<file path="config.mk">
export PLATFORM = sky130hd
export DESIGN_NAME = shortest_remaining_time_scheduler
export DESIGN_NICKNAME = d
export VERILOG_FILES = /design/src/srt_pkg.sv /design/src/srt_store.sv /design/src/srt_scan.sv /design/src/shortest_remaining_time_scheduler.sv
export SDC_FILE = /design/constraint.sdc
export NUM_CORES = 1
export LEC_CHECK = 0
export ABC_AREA = 1
export BUFFER_PORTS_ARGS = -buffer_cell sky130_fd_sc_hd__buf_2
export CORE_UTILIZATION = 41
export CTS_CLUSTER_DIAMETER = 80
export DETAILED_ROUTE_END_ITERATION = 6
export MAX_ROUTING_LAYER = met4
export PLACE_DENSITY = 0.63
export SLEW_MARGIN = 20
export SYNTH_ARGS = -nofsm -noshare
export SYNTH_HDL_FRONTEND = slang
export SYNTH_SLANG_ARGS = --single-unit
export TNS_END_PERCENT = 1
</file>
<file path="constraint.sdc">
create_clock -name clk -period 3.2 [get_ports clk]
set_input_delay 0.64 -clock clk [delete_from_list [all_inputs] [get_ports clk]]
set_output_delay 0.64 -clock clk [all_outputs]
set_load 0.05 [all_outputs]
</file>
<file path="src/srt_pkg.sv">
// shared types and codes of the shortest remaining time scheduler
package srt_pkg;

	// operation codes carried on the action port
	localparam logic ACT_ADD  = 1'b0;
	localparam logic ACT_TICK = 1'b1;

	// width of the reported pool occupancy
	localparam int OCC_W  = 5;
	// width of a job's service time
	localparam int TIME_W = 16;

	// controller states
	typedef enum logic [4:0] {
		S_IDLE  = 5'b00001,
		S_ADD   = 5'b00010,
		S_SCAN  = 5'b00100,
		S_LAST  = 5'b01000,
		S_WRITE = 5'b10000
	} state_t;

	// control from the sequencer to the minimum search unit
	typedef struct packed {
		logic clear;   // start of a new search
		logic sample;  // read data of the previous cycle is to be compared
		logic valid;   // the entry being compared holds a job
	} scan_ctl_t;

endpackage

</file>
<file path="src/srt_store.sv">
// storage of the remaining service times, one write and one registered read port
module srt_store #(
	parameter int CAPACITY = 16
) (
	input  logic                                 clk,
	input  logic                                 rd_en,
	input  logic [$clog2(CAPACITY)-1:0]          rd_addr,
	output logic [srt_pkg::TIME_W-1:0]           rd_data,
	input  logic                                 wr_en,
	input  logic [$clog2(CAPACITY)-1:0]          wr_addr,
	input  logic [srt_pkg::TIME_W-1:0]           wr_data
);

	logic [srt_pkg::TIME_W-1:0] mem [CAPACITY];

	// registered synchronous read
	always_ff @(posedge clk) begin
		if (rd_en) begin
			rd_data <= mem[rd_addr];
		end
	end

	// write port
	always_ff @(posedge clk) begin
		if (wr_en) begin
			mem[wr_addr] <= wr_data;
		end
	end

endmodule

</file>
<file path="src/srt_scan.sv">
// running minimum over the stored times, one entry compared per cycle
module srt_scan #(
	parameter int CAPACITY = 16
) (
	input  logic                                 clk,
	input  logic                                 arst_n,
	input  srt_pkg::scan_ctl_t                   ctl,
	input  logic [srt_pkg::TIME_W-1:0]           rd_data,
	input  logic [$clog2(CAPACITY)-1:0]          idx_s1,
	output logic [srt_pkg::TIME_W-1:0]           best_time,
	output logic [$clog2(CAPACITY)-1:0]          best_idx
);

	logic                              have_q;
	logic [srt_pkg::TIME_W-1:0]        best_time_q;
	logic [$clog2(CAPACITY)-1:0]       best_idx_q;
	logic                              take;

	// strict compare keeps the lowest slot on equal times
	assign take = ctl.sample && ctl.valid && (!have_q || (rd_data < best_time_q));

	// flag of a found job
	always_ff @(posedge clk or negedge arst_n) begin
		if (!arst_n) begin
			have_q <= 1'b0;
		end else if (ctl.clear) begin
			have_q <= 1'b0;
		end else if (take) begin
			have_q <= 1'b1;
		end
	end

	// best candidate so far
	always_ff @(posedge clk) begin
		if (take) begin
			best_time_q <= rd_data;
			best_idx_q  <= idx_s1;
		end
	end

	assign best_time = best_time_q;
	assign best_idx  = best_idx_q;

endmodule

</file>
<file path="src/shortest_remaining_time_scheduler.sv">
// top level of the shortest remaining time scheduler: sequencer, valid bits and job count
//
// A word is taken when start is high and busy is low; its result appears on the result
// ports for one cycle with done high, and the receiver cannot stall it. An add to a full
// pool and a tick on an empty pool are answered in the cycle after the word is taken,
// with busy staying low. An add that is stored keeps busy high while the valid bits are
// checked one slot a cycle, up to the lowest free slot. A tick that runs a job keeps
// busy high while the single read port of the time store feeds one comparator one entry
// per cycle, then through S_LAST and S_WRITE, where the decremented time is written back.
// The result appears in the same cycle as busy falls.
module shortest_remaining_time_scheduler #(
	parameter int CAPACITY = 16
) (
	input  logic                             clk,
	input  logic                             arst_n,
	input  logic                             start,
	output logic                             busy,
	input  logic                             action,
	input  logic [15:0]                      service_time,
	output logic                             done,
	output logic                             accepted,
	output logic                             ran,
	output logic [15:0]                      remaining,
	output logic                             finished,
	output logic [4:0]                       occupancy
);

	localparam int IW = $clog2(CAPACITY);
	localparam int CW = $clog2(CAPACITY + 1);

	srt_pkg::state_t               state_q, state_d;
	logic [CAPACITY-1:0]           valid_q;
	logic [CW-1:0]                 count_q;
	logic [IW-1:0]                 idx_q;
	logic [srt_pkg::TIME_W-1:0]    svc_q;

	logic                          sample_s1;
	logic                          valid_s1;
	logic [IW-1:0]                 idx_s1;

	logic                          take_word;
	logic                          pool_full;
	logic                          pool_empty;
	logic                          idx_last;
	logic                          slot_free;

	logic [srt_pkg::TIME_W-1:0]    rd_data;
	logic                          wr_en;
	logic [IW-1:0]                 wr_addr;
	logic [srt_pkg::TIME_W-1:0]    wr_data;

	srt_pkg::scan_ctl_t            scan_ctl;
	logic [srt_pkg::TIME_W-1:0]    best_time;
	logic [IW-1:0]                 best_idx;
	logic [srt_pkg::TIME_W-1:0]    dec_time;
	logic                          dec_zero;
	logic [CW-1:0]                 count_after;
	logic [31:0]                   count_ext;

	logic                          done_q;
	logic                          accepted_q;
	logic                          ran_q;
	logic [srt_pkg::TIME_W-1:0]    remaining_q;
	logic                          finished_q;
	logic [srt_pkg::OCC_W-1:0]     occupancy_q;

	assign busy       = (state_q != srt_pkg::S_IDLE);
	assign take_word  = start && !busy;
	assign pool_full  = (count_q == CW'(CAPACITY));
	assign pool_empty = (count_q == '0);
	assign idx_last   = (idx_q == IW'(CAPACITY - 1));
	assign slot_free  = !valid_q[idx_q];

	// saturating decrement of the chosen job
	assign dec_time = (best_time == '0) ? '0 : best_time - 1'b1;
	assign dec_zero = (dec_time == '0);

	// job count once the current word has been handled
	always_comb begin
		count_after = count_q;
		if (state_q == srt_pkg::S_ADD && slot_free) begin
			count_after = count_q + 1'b1;
		end else if (state_q == srt_pkg::S_WRITE && dec_zero) begin
			count_after = count_q - 1'b1;
		end
	end
	assign count_ext = 32'(count_after);

	// next state
	always_comb begin
		state_d = state_q;
		unique case (state_q)
			srt_pkg::S_IDLE: begin
				if (take_word) begin
					if (action == srt_pkg::ACT_ADD && !pool_full) begin
						state_d = srt_pkg::S_ADD;
					end else if (action == srt_pkg::ACT_TICK && !pool_empty) begin
						state_d = srt_pkg::S_SCAN;
					end
				end
			end
			srt_pkg::S_ADD: begin
				if (slot_free) begin
					state_d = srt_pkg::S_IDLE;
				end
			end
			srt_pkg::S_SCAN: begin
				if (idx_last) begin
					state_d = srt_pkg::S_LAST;
				end
			end
			srt_pkg::S_LAST:  state_d = srt_pkg::S_WRITE;
			srt_pkg::S_WRITE: state_d = srt_pkg::S_IDLE;
			default:          state_d = srt_pkg::S_IDLE;
		endcase
	end

	// state, slot index and read pipeline control
	always_ff @(posedge clk or negedge arst_n) begin
		if (!arst_n) begin
			state_q   <= srt_pkg::S_IDLE;
			idx_q     <= '0;
			sample_s1 <= 1'b0;
		end else begin
			state_q   <= state_d;
			sample_s1 <= (state_q == srt_pkg::S_SCAN);
			if (take_word) begin
				idx_q <= '0;
			end else if (state_q == srt_pkg::S_SCAN ||
			             (state_q == srt_pkg::S_ADD && !slot_free)) begin
				idx_q <= idx_last ? '0 : idx_q + 1'b1;
			end
		end
	end

	// payload travelling with each read
	always_ff @(posedge clk) begin
		valid_s1 <= valid_q[idx_q];
		idx_s1   <= idx_q;
		if (take_word) begin
			svc_q <= service_time;
		end
	end

	// valid bits and job count
	always_ff @(posedge clk or negedge arst_n) begin
		if (!arst_n) begin
			valid_q <= '0;
			count_q <= '0;
		end else begin
			count_q <= count_after;
			if (state_q == srt_pkg::S_ADD && slot_free) begin
				valid_q[idx_q] <= 1'b1;
			end else if (state_q == srt_pkg::S_WRITE && dec_zero) begin
				valid_q[best_idx] <= 1'b0;
			end
		end
	end

	// write port: new job on add, decremented time on tick
	assign wr_en   = (state_q == srt_pkg::S_ADD && slot_free) || (state_q == srt_pkg::S_WRITE);
	assign wr_addr = (state_q == srt_pkg::S_WRITE) ? best_idx : idx_q;
	assign wr_data = (state_q == srt_pkg::S_WRITE) ? dec_time : svc_q;

	srt_store #(
		.CAPACITY (CAPACITY)
	) u_store (
		.clk     (clk),
		.rd_en   (state_q == srt_pkg::S_SCAN),
		.rd_addr (idx_q),
		.rd_data (rd_data),
		.wr_en   (wr_en),
		.wr_addr (wr_addr),
		.wr_data (wr_data)
	);

	assign scan_ctl.clear  = take_word;
	assign scan_ctl.sample = sample_s1;
	assign scan_ctl.valid  = valid_s1;

	srt_scan #(
		.CAPACITY (CAPACITY)
	) u_scan (
		.clk       (clk),
		.arst_n    (arst_n),
		.ctl       (scan_ctl),
		.rd_data   (rd_data),
		.idx_s1    (idx_s1),
		.best_time (best_time),
		.best_idx  (best_idx)
	);

	// result strobe
	always_ff @(posedge clk or negedge arst_n) begin
		if (!arst_n) begin
			done_q <= 1'b0;
		end else begin
			done_q <= (take_word && ((action == srt_pkg::ACT_ADD && pool_full) ||
			                         (action == srt_pkg::ACT_TICK && pool_empty))) ||
			          (state_q == srt_pkg::S_ADD && slot_free) ||
			          (state_q == srt_pkg::S_WRITE);
		end
	end

	// result word
	always_ff @(posedge clk) begin
		if (take_word) begin
			accepted_q  <= 1'b0;
			ran_q       <= 1'b0;
			remaining_q <= '0;
			finished_q  <= 1'b0;
			occupancy_q <= count_ext[srt_pkg::OCC_W-1:0];
		end else if (state_q == srt_pkg::S_ADD && slot_free) begin
			accepted_q  <= 1'b1;
			occupancy_q <= count_ext[srt_pkg::OCC_W-1:0];
		end else if (state_q == srt_pkg::S_WRITE) begin
			ran_q       <= 1'b1;
			remaining_q <= dec_time;
			finished_q  <= dec_zero;
			occupancy_q <= count_ext[srt_pkg::OCC_W-1:0];
		end
	end

	assign done      = done_q;
	assign accepted  = accepted_q;
	assign ran       = ran_q;
	assign remaining = remaining_q;
	assign finished  = finished_q;
	assign occupancy = occupancy_q;

endmodule

</file>
======== Word level (Yosys, flattened, before mapping) ========
Memory sizes are Yosys's and may differ from the RTL's. A register that Yosys moved wholly into a read port is not among the register bits.
Cells that the tools add are included.
Widths: inputs -> output; s select.
storage, ports and cells
  memories ................................ 1
  word-level logic and storage cells ...... 106
  register bits after elaboration ......... 98
  memory bits (writable) .................. 256
  input port bits ......................... 20
  output and inout port bits .............. 26
cells by class
  magnitude comparators ................... 5
  multiplexer cells ....................... 29
  equality and inequality tests ........... 12
  reductions and logical operators ........ 33
  bitwise operators ....................... 5
  $add $sub $neg .......................... 4
memories
  name         depth  bits a word  read ports  clocked after Yosys merged registers in  write ports  line             text
  u_store.mem  16     16           1           1                                        1            srt_store.sv:14  logic [srt_pkg::TIME_W-1:0] mem [CAPACITY];
operator list
  cell                   number
  $mux 16                4
  $mux 5                 10
  $logic_not 16->1       2
  $pmux 5 s4             1
  $and 16x16->16         1
  $lt 16x16->1           1
  $mux 4                 4
  $not 16->16            1
  $or 16x16->16          1
  $sub 16x1->16 const B  1
  $logic_and 1x1->1      13
  $eq 5x5->1 const B     2
  $lt 4x5->1 const B     2
  $demux 1 s4            2
  $ge 4x1->1 const B     2
  $mux 1                 7
  $logic_or 1x1->1       6
  $ne 2x2->1 const B     3
  $reduce_bool 2->1      3
  $add 5x1->5 const B    1
  $eq 5x1->1 const B     1
  $eq 5x2->1 const B     1
  $eq 5x3->1 const B     1
  $eq 5x4->1 const B     1
  12 further kinds       17

======== Depth between registers and ports, before layout ========
Gate-level depths: netlist of run 1.
  depth in word-level cells ............... 9
  depth in mapped cells ................... 16
  mapped depth without buffers ............ 16

======== Hierarchy ========
From an unflattened synthesis of run 1, not the netlist that was laid out.
unflattened totals
  cells, all modules ...................... 1689
  area, all modules ....................... 16787.4 um2
by module, submodules not included
  module                             instances  cells an instance  seq. area each (um2)  area an instance (um2)
  srt_store                          1          1074               8167.8                11541.1
  shortest_remaining_time_scheduler  1          524                1913.1                4196.5
  srt_scan                           1          91                 625.6                 1049.8

======== Least setup slack after synthesis of run 1 ========
Ideal clock, no wire load.
  path type ............................... reg2reg
  from .................................... register state_q[0]
  to ...................................... register occupancy_q, in the netlist occupancy[0] (enable)
  data arrival time ....................... 2716 ps
  data required time ...................... 2887 ps
  cell stages (with the launch flop) ...... 8
  path buffers ............................ 1
  path slack .............................. 171 ps
  library setup time ...................... 313 ps
  clock period less this slack ............ 3029 ps
  cells stage by stage .................... dfstp_2 -> inv_1 -> nor4_2 -> inv_1 -> nor2_1 -> inv_1 -> clkbuf_1 -> nand2_1
between the ends
  cells in the longest elaborated chain, start to end .. 4
  elaborated cells between the ends (all ways) .. 7
  those cells by class .................... 3 x eq/ne; 4 x reduce/logical
ends and longest elaborated chain
  element                             line                                      text
  start, declared                     shortest_remaining_time_scheduler.sv:31   srt_pkg::state_t state_q, state_d;
  start signal, assigned              shortest_remaining_time_scheduler.sv:121  state_q <= srt_pkg::S_IDLE;
  start signal, assigned              shortest_remaining_time_scheduler.sv:125  state_q <= state_d;
  $ne 5x1->1                          shortest_remaining_time_scheduler.sv:67   assign busy = (state_q != srt_pkg::S_IDLE);
  net busy                            shortest_remaining_time_scheduler.sv:17   output logic busy,
  $logic_not 1->1                     shortest_remaining_time_scheduler.sv:68   assign take_word = start && !busy;
  $logic_and 1x1->1                   shortest_remaining_time_scheduler.sv:68
  net take_word                       shortest_remaining_time_scheduler.sv:41   logic take_word;
  $reduce_bool 3->1 (no source line)  n/a
  end signal, assigned                shortest_remaining_time_scheduler.sv:212  occupancy_q <= count_ext[srt_pkg::OCC_W-1:0];
  end signal, assigned                shortest_remaining_time_scheduler.sv:215  occupancy_q <= count_ext[srt_pkg::OCC_W-1:0];
  end signal, assigned                shortest_remaining_time_scheduler.sv:220  occupancy_q <= count_ext[srt_pkg::OCC_W-1:0];
  end, declared                       shortest_remaining_time_scheduler.sv:65   logic [srt_pkg::OCC_W-1:0] occupancy_q;
The timed path passes the listed nets, and every way through them passes these cells.
A chain may end at the register's enable or synchronous reset.

======== Worst setup path in the final report of run 1 ========
  from .................................... register u_scan.best_time_q, in the netlist u_scan.best_time[0]
  to ...................................... register occupancy_q, in the netlist occupancy[3] (data pin)
between the ends
  cells in the longest elaborated chain, start to end .. 9
  elaborated cells between the ends (all ways) .. 10
  those cells by class .................... 1 x add/sub; 6 x mux; 3 x reduce/logical
ends and longest elaborated chain
  element                                            line                                      text
  start, declared                                    srt_scan.sv:15                            logic [srt_pkg::TIME_W-1:0] best_time_q;
  start signal, assigned                             srt_scan.sv:36                            best_time_q <= rd_data;
  $sub 16x1->16 or $logic_not 16->1 (tied branches)  shortest_remaining_time_scheduler.sv:75   assign dec_time = (best_time == '0) ? '0 : best_time - 1'b1;
  $mux 16 (*)                                        shortest_remaining_time_scheduler.sv:75
  $logic_not 16->1 (*)                               shortest_remaining_time_scheduler.sv:76   assign dec_zero = (dec_time == '0);
  $logic_and 1x1->1 (*)                              shortest_remaining_time_scheduler.sv:83   end else if (state_q == srt_pkg::S_WRITE && dec_zero) begin
  $mux 5 (*)                                         shortest_remaining_time_scheduler.sv:83
  $mux 5 (*)                                         shortest_remaining_time_scheduler.sv:81   if (state_q == srt_pkg::S_ADD && slot_free) begin
  net count_after[3]                                 shortest_remaining_time_scheduler.sv:57   logic [CW-1:0] count_after;
  $mux 5                                             shortest_remaining_time_scheduler.sv:216  end else if (state_q == srt_pkg::S_WRITE) begin
  $mux 5                                             shortest_remaining_time_scheduler.sv:213  end else if (state_q == srt_pkg::S_ADD && slot_free) begin
  $mux 5 (*)                                         shortest_remaining_time_scheduler.sv:207  if (take_word) begin
Mark *: on every way through the listed nets, which the timed path passes. The rest lies on a longest branch. The select of a mux whose other input is x is not followed.

==> flow_summary_export.csv, run 1 <==
group,metric,value,unit
status,status,"finished, final reports clean",
sta,setup_violations,0,
logic_synthesis,synth_top_family_by_area,"simple AND/OR/NAND/NOR gates",
sta,maxSlewViolCount,0,
grt,antenna_found_initial,0,
setup_path,cp_num_buf_inv,1,
clock_tree,clk_latency,550,ps
clock_tree,cts_resized,0,
sta,finalHoldViolCount,0,
logic_synthesis,synth_seq_area_share,69.38,%
cells_and_area,drive_gt1_share,12.73,%
logic_synthesis,synthMuxAreaShare,0,%
cells_and_area,antenna_cells,0,
routing,dr.first_iter.drc_count,964,
placement,gp_congestion,0.9165,
setup_path,path_class,"flop to flop",
setup_path,arrival,3070,ps
hold_path,holdCritPathClass,"primary input to asynchronous set/reset pin",
sta,fmax,0.3594,GHz
routing,drcViolationCount,0,
cells_and_area,multi_input_area,4215,sq um
setup_path,worstSetupStartpointType,"flop",
grt,grt_pass1_vias,10381,
placement,dpl.hpwl,24.91,mm
routing,dr_total_vias,10580,
cells_and_area,final_common_cell,"edfxtp_1",
floorplanning,die_h,196.0,microns
logic_synthesis,synth_compound_gate_area_share,11.38,%
sta,clock_skew,19.58,ps
sta,tightestPinTransition,774.0,ps
clock_tree,post_cts_buffers,0,
setup_path,crit_required,3490,ps
floorplanning,dieArea,38420,sq um
clock_tree,hold_buffers,0,
routing,wire_per_inst,19.99,microns
setup_path,r2r_setup_slack,420,ps
sta,tns,0,ps
routing,drt-pass1-iter-count,5,
sta,period_needed,2783,ps
cells_and_area,final-seq-area,10710,sq um
cells_and_area,final_cell_mix,"edfxtp_1 (313), nand2_1 (233), nor2_1 (182), o21ai_0 (180), inv_1 (79)",
placement,place_inst,1858,
floorplanning,coreArea,36790,sq um
setup_path,cpMaxStageDelayCell,"edfxtp_1",
floorplanning,start_util,41.95,%
setup_path,worstPathCellList,"inv_1, ha_1, nand2_2, nor2_4, nand2_4, nand2_1, nand2_1, nor3_2, nand4_2, nand2_2, nand2_1, nand2_1, nand2_1",
logic_synthesis,yosysWarnings,0,
logic_synthesis,netlist_area,15430,sq um
floorplanning,die_w,196.0,microns
power,peakVddDrop,448.3,uV
flow_run,max_cap_violations,0,
sta,max_slew_margin,48.40,%
setup_path,r2r_start,"u_scan.best_time[0]$_DFFE_PP_",
cells_and_area,layout.cells.non_filler,1929,
setup_path,cp-end-kind,"flop",
clock_tree,cts-root-buf,"clkbuf_16",
routing,drt-total-wl,38.56,mm
setup_path,crit_top_cell,"nand2_1",
setup_path,crit_start,"u_scan.best_time[0]$_DFFE_PP_",
logic_synthesis,synthesis.nets,1404,
logic_synthesis,synthXorXnorAreaFrac,0.3324,%
routing,vias_per_cell,5.485,
clock_tree,cts_tree,"done",
clock_tree,cts_max_level,2,
placement,port_buffers,45,
grt,overflow,0,
setup_path,max_stage_delay,360,ps
grt,grt_pass1_wl,60.38,mm
logic_synthesis,netlist_instances,1362,
cells_and_area,final_nets,1474,
power,p_leak,6.616,nW
setup_path,critical-path-top-delay-family,"simple AND/OR/NAND/NOR gates",
logic_synthesis,synth-simple-area-share,13.45,%
sta,rsz0062_at_grt,"no",
clock_tree,cts_inserted_buffers,40,
logic_synthesis,ys_ff_latch,370,
power,cellPowerDensity,748.4,nW/um^2
clock_tree,cts_buffer_depth,3,
logic_synthesis,ys_types,39,
sta,fin_crit_sh,86.96,%
logic_synthesis,syn_avg_cell_area,11.33,sq um
cells_and_area,area_growth_syn_to_layout,14.52,%
floorplanning,num_rows,70,
grt,track_usage,20.98,%
clock_tree,clkTransAtPathRegs,60,ps
routing,final_antenna_net_count,0,
setup_path,path_max_fanout,18,
cells_and_area,fill_cells,3288,
floorplanning,io_pins,46,
clock_tree,cts_num_sinks,370,
logic_synthesis,synthAdderAreaFrac,1.784,%
grt,grt_max_degree,133,
-- through the flow --
stage | util (%) | hold slack (ps) | power, mW | setup WS (ps) | area, sq um
2_1_floorplan | - | 344.4 | 7.983 | 170.6 | 15430
3_3_place_gp | 44.85 | 385.9 | 9.054 | 464.8 | 16500
3_5_place_dp | 44.85 | 388.7 | 9.095 | 391.8 | 16500
4_1_cts | 48.04 | 182.5 | 13.30 | 380.8 | 17670
5_1_grt | 48.04 | 216.7 | 13.84 | 67.76 | 17670
6_report | 48.04 | 177.6 | 13.23 | 417.3 | 17670
-- flip-flops by register name, summed over array words and instances, names as in the netlist, 4 cells and up --
name	count
remaining	16
u_scan.best_time	16
state_q	5
svc_q	16
count_q	5
valid_q	16
idx_q	4
u_store.mem	256
u_scan.best_idx	4
idx_s1	4
u_store.rd_data	16
occupancy	5
-- final cells by class --
class                   count  area share (%)
flip-flops and latches    370           60.61
multi-input cells         846           23.85
well taps                 468           3.313
inverters                  82           1.749
clock inverters            15          0.6372
repair buffers             92           3.837
clock buffers              56           6.004
-- power breakdown --
part,leakage [nW],internal [mW],switching (mW),total [mW]
clock network,0.562,2.34,1.87,4.20
registers,3.46,5.79,0.169,5.96
logic,2.60,0.823,2.24,3.06
total,6.62,8.95,4.27,13.2
-- routing by layer --
metal	wire length (microns)	track usage, %	share of wire (%)
met1	17690	29.55	46
met5	0	-	0
met3	2523	2.888	6.5
met2	17550	31.95	46
met4	794	5.787	2.1
-- cells in the mapped netlist, drive strengths merged --
master,n,area (sq um)
nand2,237,904.6
nor4,2,18.77
clkbuf,57,214.0
o211ai,7,52.55
nand3b,1,7.510
edfxtp,313,9399
o211a,7,70.07
nor2,205,784.5
dfrtp,32,800.8
a21boi,8,60.06
o31ai,3,22.52
inv,82,307.8
xor2,5,51.30
o21bai,5,37.54
ha,22,275.3
o22ai,64,400.4
buf,7,45.04
dfstp,1,26.28
nand3,34,175.2
nor3,6,35.03
o21ai,186,938.4
o21a,8,60.06
dfxtp,24,480.5
a21oi,23,115.1
nand4,23,150.1
-- cell families after synthesis --
family	Yosys count
fa+ha+maj	22
compound gates	311
flops	370
xor+xnor	5
buf+inv	146
simple gates	508
-- worst paths after layout --
path                                                 to  cells past startpoint
hold / removal                     count_q[3]$_DFF_PN0_                      1
max in group asynchronous          idx_q[0]$_DFFE_PN0P_                      1
min in group clk                    svc_q[14]$_DFFE_PP_                      1
hold reg to reg            u_scan.best_idx[3]$_DFFE_PP_                      0
setup reg to reg                 occupancy[3]$_DFFE_PP_                     13
setup / recovery                 occupancy[3]$_DFFE_PP_                     13
(Power assumes the default switching activity.)
==> inputs of run 2 (changes only) <==
--- a/config.mk
+++ b/config.mk
@@ -6,7 +6,7 @@
 export NUM_CORES = 1
 export LEC_CHECK = 0
 export ABC_AREA = 1
-export BUFFER_PORTS_ARGS = -buffer_cell sky130_fd_sc_hd__buf_2
+export BUFFER_PORTS_ARGS = -buffer_cell sky130_fd_sc_hd__clkbuf_2
 export CORE_UTILIZATION = 41
 export CTS_CLUSTER_DIAMETER = 80
 export DETAILED_ROUTE_END_ITERATION = 6
==> run 2 against run 1 <==
- die area unchanged
- flip-flop and latch count did not move
- largest cell class unchanged
- largest power group unchanged
- global-route usage shrank 0.44 points
- cell area up 0.30%
==> flow_summary_export.csv, run 2 (synthesis results as in run 1) <==
group,metric,value,unit
status,status,"finished, final reports clean",
sta,hold_slack,184.8,ps
routing,dr.first_iter.drc_count,862,
sta,tns,0,ps
setup_path,worstSetupStartpointType,"flop",
grt,grt_max_degree,133,
routing,drt-pass1-iter-count,5,
setup_path,path_class,"flop to flop",
power,switching_share,31.40,%
floorplanning,io_pins,46,
placement,port_buffers,45,
routing,drcViolationCount,0,
clock_tree,cts_tree,"done",
floorplanning,num_rows,70,
grt,grt_pass1_vias,9970,
sta,clock_skew,25.03,ps
clock_tree,clk_latency,560,ps
routing,final_antenna_net_count,0,
floorplanning,die_h,196.0,microns
clock_tree,cts_inserted_buffers,39,
floorplanning,dieArea,38420,sq um
routing,vias_per_cell,5.404,
cells_and_area,final_common_cell,"edfxtp_1",
grt,overflow,0,
setup_path,r2r_start,"idx_q[2]$_DFFE_PN0P_",
setup_path,cp-end-kind,"flop",
hold_path,holdCritPathClass,"primary input to asynchronous set/reset pin",
routing,wire_per_inst,19.54,microns
cells_and_area,area_growth_syn_to_layout,14.86,%
clock_tree,cts-root-buf,"clkbuf_16",
sta,fin_crit_sh,87.67,%
routing,drt-total-wl,37.67,mm
floorplanning,start_util,41.95,%
floorplanning,coreArea,36790,sq um
grt,grt_pass1_wl,58.42,mm
flow_run,max_cap_violations,0,
setup_path,path_max_fanout,17,
power,switchingPower,4.188,mW
cells_and_area,final_nets,1473,
setup_path,crit_required,3460,ps
setup_path,r2r-end,"u_store.mem[14][12]$_DFFE_PP_",
clock_tree,post_cts_buffers,0,
placement,gp_congestion,0.8876,
power,p_leak,6.641,nW
clock_tree,hold_buffers,0,
grt,track_usage,20.54,%
cells_and_area,antenna_cells,0,
clock_tree,clkTransAtPathRegs,60,ps
cells_and_area,largest_reg_flops,256,
setup_path,r2r_setup_slack,390,ps
placement,dpl.hpwl,24.20,mm
cells_and_area,drive_gt1_share,12.95,%
cells_and_area,final_core_util,48.19,%
power,power,13.34,mW
power,power_frac_seq,44.7,%
sta,period_needed,2806,ps
power,cellPowerDensity,752.5,nW/um^2
setup_path,arrival,3070,ps
grt,antenna_found_initial,0,
routing,dr_total_vias,10419,
clock_tree,cts_resized,0,
power,p_int,9.151,mW
cells_and_area,largest_register,"u_store.mem",
setup_path,worstRegToRegCells,12,
cells_and_area,final_cell_mix,"edfxtp_1 (313), nand2_1 (233), nor2_1 (182), o21ai_0 (180), inv_1 (79)",
sta,fmax,0.3564,GHz
sta,max_slew_margin,42.29,%
sta,setup_violations,0,
power,p_comb_share,22.5,%
sta,maxSlewViolCount,0,
power,clockPowerShare,32.8,%
floorplanning,die_w,196.0,microns
power,peakVddDrop,358.1,uV
clock_tree,cts_buffer_depth,3,
sta,finalHoldViolCount,0,
clock_tree,cts_num_sinks,370,
sta,tightestPinTransition,865.7,ps
clock_tree,cts_max_level,2,
sta,rsz0062_at_grt,"no",
[run 2: cell types whose count changed in the layout (fill, tap and decap cells not counted), sizes merged]
cell,change
buf,-45
clkbuf,+36
clkinv,+8
bufinv,+3
clkinvlp,-2
inv,-1
[run 2: metrics by stage]
step | cell area (sq um) | std cells | setup WS, ps
3_5_place_dp | 16490 | 1858 | 439.1
4_1_cts | 17730 | 1928 | 424.8
2_1_floorplan | 15430 | 1362 | 170.6
3_3_place_gp | 16490 | 1858 | 515.3
5_1_grt | 17730 | 1928 | 207.7
6_report | 17730 | 1928 | 394.4
[run 2: power groups by stage]
stage          Clock [mW]  Combinational, mW  Sequential [mW]
2_1_floorplan           0               1.88             6.10
5_1_grt              4.63               3.34             5.99
6_report             4.37               3.00             5.96
3_3_place_gp            0               2.94             6.06
4_1_cts              4.46               3.00             5.96
3_5_place_dp            0               2.99             6.06
[run 2: worst max path at each step]
stage | start | end | slack [ps] | cells after the start
after floorplan | state_q[0]$_DFFE_PN1P_ | occupancy[0]$_DFFE_PP_ | 170 | 7
after global placement | idx_q[2]$_DFFE_PN0P_ | u_store.mem[14][5]$_DFFE_PP_ | 520 | 12
after detailed placement | u_scan.best_time[0]$_DFFE_PP_ | occupancy[3]$_DFFE_PP_ | 440 | 13
after CTS | u_scan.best_time[0]$_DFFE_PP_ | occupancy[3]$_DFFE_PP_ | 420 | 13
after global routing | idx_q[2]$_DFFE_PN0P_ | u_store.mem[14][3]$_DFFE_PP_ | 210 | 12
final | idx_q[2]$_DFFE_PN0P_ | u_store.mem[14][12]$_DFFE_PP_ | 390 | 12
[run 2: cell type report]
type                       count  area, sq um
clock buffer                  47         1027
inverter                      82        309.0
clock inverter                23        207.7
sequential                   370        10710
fill                        3287        19060
tap                          468        585.6
multi-input combinational    846         4219
timing repair buffer          92        665.6
[run 2: worst max-delay path, cell delays in order (launching register included)]
cell and delay [ps]:
dfrtp_1 460, nand2_1 210, inv_2 210, nand2_1 120, nand2_1 60, nor2_1 200, nand2_1 110, inv_1 80
nor2_1 100, inv_1 180, nand3_1 220, nor2_2 350, buf_12 210
[run 2: layer usage]
metal	track usage [%]	routed length, microns
met5	-	0
met4	7.118	980
met3	3.627	2395
met2	30.70	17020
met1	28.32	17270
